<file path="config.mk">
export PLATFORM = sky130hd
export DESIGN_NAME = hbg_mul
export DESIGN_NICKNAME = d
export VERILOG_FILES = /design/src/design/hbond_geometry_test_core_defines.svh /design/src/design/hbg_pkg.sv /design/src/design/hbg_mul.sv
export SDC_FILE = /design/constraint.sdc
export NUM_CORES = 2
export LEC_CHECK = 0
export BUFFER_PORTS_ARGS = -buffer_cell sky130_fd_sc_hd__buf_4
export CORE_MARGIN = 5
export CORE_UTILIZATION = 59
export CTS_CLUSTER_DIAMETER = 100
export DETAILED_ROUTE_END_ITERATION = 12
export PLACE_DENSITY = 0.83
export SLEW_MARGIN = 10
export SYNTH_ARGS = -nofsm -noshare
export SYNTH_HDL_FRONTEND = slang
export SYNTH_SLANG_ARGS = --single-unit
export TNS_END_PERCENT = 5
</file>
<file path="constraint.sdc">
create_clock -name clock -period 6.8 [get_ports clock]
set_input_delay 0.34 -clock clock [delete_from_list [all_inputs] [get_ports clock]]
set_output_delay 0.34 -clock clock [all_outputs]
set_load 0.05 [all_outputs]
</file>
<file path="src/design/hbond_geometry_test_core_defines.svh">
// ----------------------------------------------------------------------------
// hbond_geometry_test_core_defines.svh
// Assertion macros shared by the hydrogen bond geometry test core.
// ----------------------------------------------------------------------------
`ifndef HBOND_GEOMETRY_TEST_CORE_DEFINES_SVH
`define HBOND_GEOMETRY_TEST_CORE_DEFINES_SVH

// Same-cycle implication, disabled while reset is high
`define HBG_ASSERT_IMPL(label, clk, rst, ante, cons, msg) \
   label: assert property (@(posedge clk) disable iff (rst) (ante) |-> (cons)) \
      else $error(msg);

// Next-cycle implication, disabled while reset is high
`define HBG_ASSERT_NEXT(label, clk, rst, ante, cons, msg) \
   label: assert property (@(posedge clk) disable iff (rst) (ante) |=> (cons)) \
      else $error(msg);

`endif

</file>
<file path="src/design/hbg_pkg.sv">
// ----------------------------------------------------------------------------
// hbg_pkg
// Fixed widths, register codes and shared types of the H-bond geometry core.
// ----------------------------------------------------------------------------
package hbg_pkg;

   // Configuration register widths
   localparam int THR_WIDTH      = 20;
   localparam int COS_WIDTH      = 16;
   localparam int CSR_DATA_WIDTH = 20;
   localparam int CSR_IDX_WIDTH  = 1;

   // Register indexes
   localparam logic [CSR_IDX_WIDTH-1:0] CSR_DIST_THRESHOLD = 1'd0;
   localparam logic [CSR_IDX_WIDTH-1:0] CSR_MIN_ANGLE_COS  = 1'd1;

   // Reset cosine: cos 120 deg in Q1.15
   localparam logic signed [COS_WIDTH-1:0] COS_RESET = -16'sd16384;

   // Squared threshold and squared cosine widths
   localparam int THR_SQ_WIDTH = 2 * THR_WIDTH;
   localparam int K_WIDTH      = 2 * COS_WIDTH - 1;
   // Scale of cos^2 in the angle compare (Q1.15 squared)
   localparam int ANGLE_SHIFT  = 2 * (COS_WIDTH - 1);

   // Result distance width
   localparam int DIST_WIDTH = 42;

   // Operand slice width of the pipelined multiplier
   localparam int MUL_CHUNK = 24;

   // Per-transaction control flags carried down the pipeline
   typedef struct packed {
      logic valid;
      logic vec_zero;   // h or c has zero length
      logic dot_pos;    // h.c > 0
      logic dist_ok;    // |h|^2 <= threshold^2
   } hbg_flags_type;

endpackage

</file>
<file path="src/design/hbg_mul.sv">
// ----------------------------------------------------------------------------
// hbg_mul
// Three-stage unsigned multiplier: slice products, row sums, final sum.
// ----------------------------------------------------------------------------
module hbg_mul #(
   parameter int A_WIDTH = 32,
   parameter int B_WIDTH = 32
) (
   input  logic                       clock,
   input  logic [A_WIDTH-1:0]         op_a,
   input  logic [B_WIDTH-1:0]         op_b,
   output logic [A_WIDTH+B_WIDTH-1:0] product
);
   import hbg_pkg::*;

   localparam int CW  = MUL_CHUNK;
   localparam int NA  = (A_WIDTH + CW - 1) / CW;
   localparam int NB  = (B_WIDTH + CW - 1) / CW;
   localparam int PPW = 2 * CW;
   localparam int RW  = (NB + 1) * CW;
   localparam int SW  = (NA + NB) * CW;
   localparam int PW  = A_WIDTH + B_WIDTH;

   logic [NA*CW-1:0] a_pad;
   logic [NB*CW-1:0] b_pad;
   logic [PPW-1:0]   pp_in  [NA][NB];
   logic [PPW-1:0]   pp_ff  [NA][NB];
   logic [RW-1:0]    row_in [NA];
   logic [RW-1:0]    row_ff [NA];
   logic [PW-1:0]    prod_in;
   logic [PW-1:0]    prod_ff;

   assign a_pad = (NA*CW)'(op_a);
   assign b_pad = (NB*CW)'(op_b);

   // Stage 1: slice by slice partial products
   always_comb begin
      for (int i = 0; i < NA; i++) begin
         for (int j = 0; j < NB; j++) begin
            pp_in[i][j] = PPW'(a_pad[i*CW +: CW]) * PPW'(b_pad[j*CW +: CW]);
         end
      end
   end

   // Stage 2: one row per slice of op_a
   always_comb begin
      for (int i = 0; i < NA; i++) begin
         row_in[i] = '0;
         for (int j = 0; j < NB; j++) begin
            row_in[i] = row_in[i] + (RW'(pp_ff[i][j]) << (j*CW));
         end
      end
   end

   // Stage 3: add the rows
   always_comb begin : final_sum
      logic [SW-1:0] acc;
      acc = '0;
      for (int i = 0; i < NA; i++) begin
         acc = acc + (SW'(row_ff[i]) << (i*CW));
      end
      prod_in = acc[PW-1:0];
   end

   always_ff @(posedge clock) begin
      pp_ff   <= pp_in;
      row_ff  <= row_in;
      prod_ff <= prod_in;
   end

   assign product = prod_ff;

endmodule

</file>
==> impl_metrics.prom <==
# TYPE chip_impl_metric gauge
chip_impl_metric{name="final.fill_count",unit=""} 5484
chip_impl_metric{name="period_minus_slack",unit="ns"} 6.34
chip_impl_metric{name="clock_tree.htree_level_count",unit=""} 1
chip_impl_metric{name="worst_ep_required_time",unit="ns"} 7.26
chip_impl_metric{name="drt_first_pass_iters",unit=""} 8
chip_impl_metric{name="number_of_enable_type_register_cells_in_the_synthesized_netlist",unit=""} 0
chip_impl_metric{name="clkLatencyLatePin",unit="ns"} 0.58
chip_impl_info{name="rsz0062_at_grt",value="false"} 1
chip_impl_metric{name="drc",unit=""} 0
chip_impl_metric{name="grt_first_pass_wirelength",unit="microns"} 167000
chip_impl_metric{name="io_pins",unit=""} 129
chip_impl_metric{name="timing_worst_slew_pin_value",unit="ns"} 0.843
chip_impl_metric{name="ys_types",unit=""} 73
chip_impl_metric{name="synthToLayoutAreaGrowth",unit="%"} 7.88
chip_impl_metric{name="design.core.area",unit="sq um"} 70300
chip_impl_metric{name="worst-r2r-cell-count",unit=""} 12
chip_impl_metric{name="place.detailed.hpwl",unit="microns"} 82000
chip_impl_metric{name="report.final.hold_viol_count",unit=""} 0
chip_impl_metric{name="synthArstFlopShare",unit="%"} 0
chip_impl_metric{name="detailroute.via_count",unit=""} 31200
chip_impl_info{name="timing.hold.worst.class",value="input port to register"} 1
chip_impl_metric{name="chip_height",unit="microns"} 276
chip_impl_metric{name="routedWlPerCell",unit="microns"} 17.9
chip_impl_info{name="status",value="finished clean"} 1
chip_impl_info{name="crit_path_end_kind",value="register"} 1
chip_impl_metric{name="number_of_max_cap_violations",unit=""} 0
chip_impl_metric{name="fin_nets",unit=""} 5879
chip_impl_metric{name="groute.usage.overall",unit="%"} 26.5
chip_impl_metric{name="clock.fmax",unit="GHz"} 0.158
chip_impl_metric{name="first_global_vias",unit=""} 33700
chip_impl_metric{name="start_util",unit="%"} 59.6
chip_impl_metric{name="design.die.area",unit="sq um"} 76400
chip_impl_metric{name="yosysWarnings",unit=""} 0
chip_impl_metric{name="grt_antenna_before_repair",unit=""} 7
chip_impl_info{name="yosys-top-cells-area",value="sky130_fd_sc_hd__fa_1 38%, sky130_fd_sc_hd__dfxtp_1 14%, sky130_fd_sc_hd__ha_1 11%"} 1
chip_impl_metric{name="cts_resized",unit=""} 0
chip_impl_metric{name="synth.cell_area",unit="sq um"} 41900
chip_impl_metric{name="maximum_number_of_pins_on_one_net_before_global_route_repair",unit=""} 33
chip_impl_metric{name="detailedRoute.firstIterationViolations",unit=""} 1995
chip_impl_metric{name="post-route-period-util",unit="%"} 93.3
chip_impl_metric{name="number_of_buffers_inserted_during_clock_tree_synthesis",unit=""} 30
chip_impl_metric{name="detail_route.vias_per_cell",unit=""} 5.55
chip_impl_metric{name="clk_pin_slew",unit="ns"} 0.06
chip_impl_metric{name="post_synthesis_instance_total",unit=""} 4591
chip_impl_metric{name="timing.final.max_slew_violations",unit=""} 0
chip_impl_info{name="dominantRegCellSynth",value="sky130_fd_sc_hd__dfxtp_1"} 1
chip_impl_metric{name="clock_tree.buffer_depth",unit=""} 3
chip_impl_metric{name="drt_wl_total",unit="microns"} 101000
chip_impl_info{name="tritoncts",value="built"} 1
chip_impl_info{name="layout.cells.most_common",value="sky130_fd_sc_hd__inv_1"} 1
chip_impl_metric{name="synth.yosys.seq_area_share",unit="%"} 13.8
chip_impl_info{name="criticalPathCategory",value="input port to register"} 1
chip_impl_metric{name="finalSetupViolCount",unit=""} 0
chip_impl_metric{name="antenna_violating_nets_post_route",unit=""} 0
chip_impl_metric{name="worst_clock_skew",unit="ns"} 0.0111
chip_impl_metric{name="die_width",unit="microns"} 276
chip_impl_metric{name="portBuffers",unit=""} 128
chip_impl_info{name="synth.largest_area_cell",value="sky130_fd_sc_hd__fa_1"} 1
chip_impl_metric{name="place.detailed.instances",unit=""} 5558
chip_impl_metric{name="netlist.area_leader.share",unit="%"} 37.5
chip_impl_metric{name="std_cell_rows",unit=""} 97
chip_impl_metric{name="synth_nets",unit=""} 5820
chip_impl_metric{name="timing.hold.worst_path_depth",unit=""} 2
chip_impl_metric{name="critPathMaxFanout",unit=""} 14
chip_impl_info{name="critical_path.startpoint_type",value="input port"} 1
chip_impl_metric{name="multiInputGateArea",unit="sq um"} 32000
chip_impl_metric{name="gp_congestion",unit=""} 0.919
chip_impl_metric{name="max-slew-margin-rel",unit="%"} 42.4
chip_impl_metric{name="cts_num_sinks",unit=""} 289
chip_impl_metric{name="layoutNonFillerInstCount",unit=""} 5616
chip_impl_metric{name="post-cts-setup-buffer-count",unit=""} 0
chip_impl_metric{name="ff_latch_area",unit="sq um"} 5790
chip_impl_info{name="final_cell_mix",value="869 x sky130_fd_sc_hd__inv_1, 785 x sky130_fd_sc_hd__fa_1, 639 x sky130_fd_sc_hd__nand2_1"} 1
chip_impl_metric{name="global_route.overflow_total",unit=""} 0
chip_impl_metric{name="cts_hold_buffers",unit=""} 0
chip_impl_metric{name="worst_ep_arrival_time",unit="ns"} 6.81
chip_impl_info{name="root_buffer",value="sky130_fd_sc_hd__clkbuf_16"} 1
chip_impl_metric{name="flop_and_latch_count_out_of_synthesis",unit=""} 289
chip_impl_metric{name="syn_avg_cell_area",unit="sq um"} 9.13
chip_impl_metric{name="drive_gt1_share",unit="%"} 6.72
per-layer routing:
| metal | GRT usage (%) | vias to the layer above | wire length, microns |
|---|---|---|---|
| li1 | - | 14100 | - |
| met1 | 33.4 | 15500 | 39000 |
| met2 | 45.2 | 1327 | 48500 |
| met3 | 6.36 | 260 | 9440 |
| met4 | 8.59 | 4 | 3660 |
| met5 | 0 | - | 26 |
registers in the layout (all words and copies together), names as in the netlist:
signal,count
row_ff,97
pp_ff,128
product,64
cells in the mapped netlist, types with 3 or more instances:
library cell and count:
sky130_fd_sc_hd__inv_1 869, sky130_fd_sc_hd__o22ai_1 3, sky130_fd_sc_hd__nor4_1 3, sky130_fd_sc_hd__and3_1 14, sky130_fd_sc_hd__o21ba_2 3, sky130_fd_sc_hd__nand3b_1 3, sky130_fd_sc_hd__nand4_1 26, sky130_fd_sc_hd__o2111ai_1 4
sky130_fd_sc_hd__ha_1 379, sky130_fd_sc_hd__nor3_1 15, sky130_fd_sc_hd__a41oi_1 3, sky130_fd_sc_hd__nand2b_1 19, sky130_fd_sc_hd__o221ai_1 3, sky130_fd_sc_hd__a311o_1 5, sky130_fd_sc_hd__nand3_1 34, sky130_fd_sc_hd__a21o_1 79
sky130_fd_sc_hd__o21ai_0 79, sky130_fd_sc_hd__nor2b_1 22, sky130_fd_sc_hd__nor3b_1 11, sky130_fd_sc_hd__nand2_1 639, sky130_fd_sc_hd__a31oi_1 17, sky130_fd_sc_hd__o31a_1 4, sky130_fd_sc_hd__o21a_1 21, sky130_fd_sc_hd__mux2i_1 3
sky130_fd_sc_hd__fa_1 785, sky130_fd_sc_hd__a211oi_1 9, sky130_fd_sc_hd__or3_1 7, sky130_fd_sc_hd__a21boi_0 7, sky130_fd_sc_hd__or4b_1 5, sky130_fd_sc_hd__a221oi_1 5, sky130_fd_sc_hd__xnor2_1 125, sky130_fd_sc_hd__and2_1 490
sky130_fd_sc_hd__dfxtp_1 289, sky130_fd_sc_hd__o211ai_1 15, sky130_fd_sc_hd__clkbuf_1 209, sky130_fd_sc_hd__o31ai_1 10, sky130_fd_sc_hd__o21ai_1 7, sky130_fd_sc_hd__nor2_1 113, sky130_fd_sc_hd__a21oi_1 138, sky130_fd_sc_hd__a21oi_2 3
sky130_fd_sc_hd__buf_2 3, sky130_fd_sc_hd__xor2_1 51, sky130_fd_sc_hd__o21bai_1 21
cell type report:
cell class                      count  share of cell area, %
Multi-Input combinational cell   3221                   70.9
Sequential cell                   289                   12.8
Inverter                          869                   7.22
Timing Repair Buffer              239                   4.11
Tap cell                          940                   2.60
Clock buffer                       36                   1.82
Clock inverter                     20                  0.534
Antenna cell                        2                 0.0111
worst max-delay path: stages:
cell and delay [ns]:
sky130_fd_sc_hd__buf_4 0.18, sky130_fd_sc_hd__buf_4 0.16, sky130_fd_sc_hd__buf_4 0.13, sky130_fd_sc_hd__and2_1 0.16
sky130_fd_sc_hd__fa_1 0.50, sky130_fd_sc_hd__fa_1 0.54, sky130_fd_sc_hd__inv_1 0.05, sky130_fd_sc_hd__fa_1 0.49
sky130_fd_sc_hd__fa_1 0.51, sky130_fd_sc_hd__inv_1 0.06, sky130_fd_sc_hd__fa_1 0.50, sky130_fd_sc_hd__fa_1 0.49
sky130_fd_sc_hd__inv_1 0.05, sky130_fd_sc_hd__fa_1 0.47, sky130_fd_sc_hd__inv_1 0.04, sky130_fd_sc_hd__ha_1 0.36
sky130_fd_sc_hd__a21oi_1 0.21, sky130_fd_sc_hd__o211ai_1 0.11, sky130_fd_sc_hd__a21oi_1 0.20, sky130_fd_sc_hd__nor3b_1 0.08
sky130_fd_sc_hd__a21oi_1 0.32, sky130_fd_sc_hd__o21ai_1 0.20, sky130_fd_sc_hd__o31ai_1 0.35, sky130_fd_sc_hd__o21ai_1 0.15
sky130_fd_sc_hd__xor2_1 0.15
through the flow:
stage | TNS (ns) | setup slack, ns | area (sq um) | util, % | hold slack, ns
2_1_floorplan | 0 | 0.363 | 41900 | - | 0.310
3_3_place_gp | 0 | 0.0162 | 44100 | 62.8 | 0.310
3_5_place_dp | -0.146 | -0.0729 | 44100 | 62.8 | 0.312
4_1_cts | 0 | 0.505 | 45200 | 64.3 | 0.217
5_1_grt | 0 | 0.199 | 45200 | 64.3 | 0.234
6_report | 0 | 0.458 | 45200 | 64.3 | 0.246
final timing paths:
check	endpoint	slack, ns	from
setup / recovery	pp_ff[188]	0.46	op_b[0]
hold / removal	pp_ff[96]	0.25	op_b[24]
setup reg to reg	row_ff[128]	3.36	pp_ff[168]
hold reg to reg	row_ff[73]	0.33	pp_ff[145]
cell families (layout without fill, tap and decap cells):
| logic type | Yosys count | in the layout | synth area share [%] |
|---|---|---|---|
| AOI/OAI and AO/OA | 465 | 465 | 7.31 |
| xor gates and xnor gates | 176 | 176 | 3.68 |
| adders and majority gates | 1164 | 1164 | 48.8 |
| buffers and inverters | 1081 | 1164 | 9.69 |
| DFF | 289 | 289 | 13.8 |
| muxes | 4 | 4 | 0.0986 |
| other | 0 | 2 | 0 |
| and+or+nand+nor | 1412 | 1412 | 16.6 |
Power is left out: the tool's default activity adds up to more than one toggle a clock period on the data nets, which glitch-free logic cannot reach.
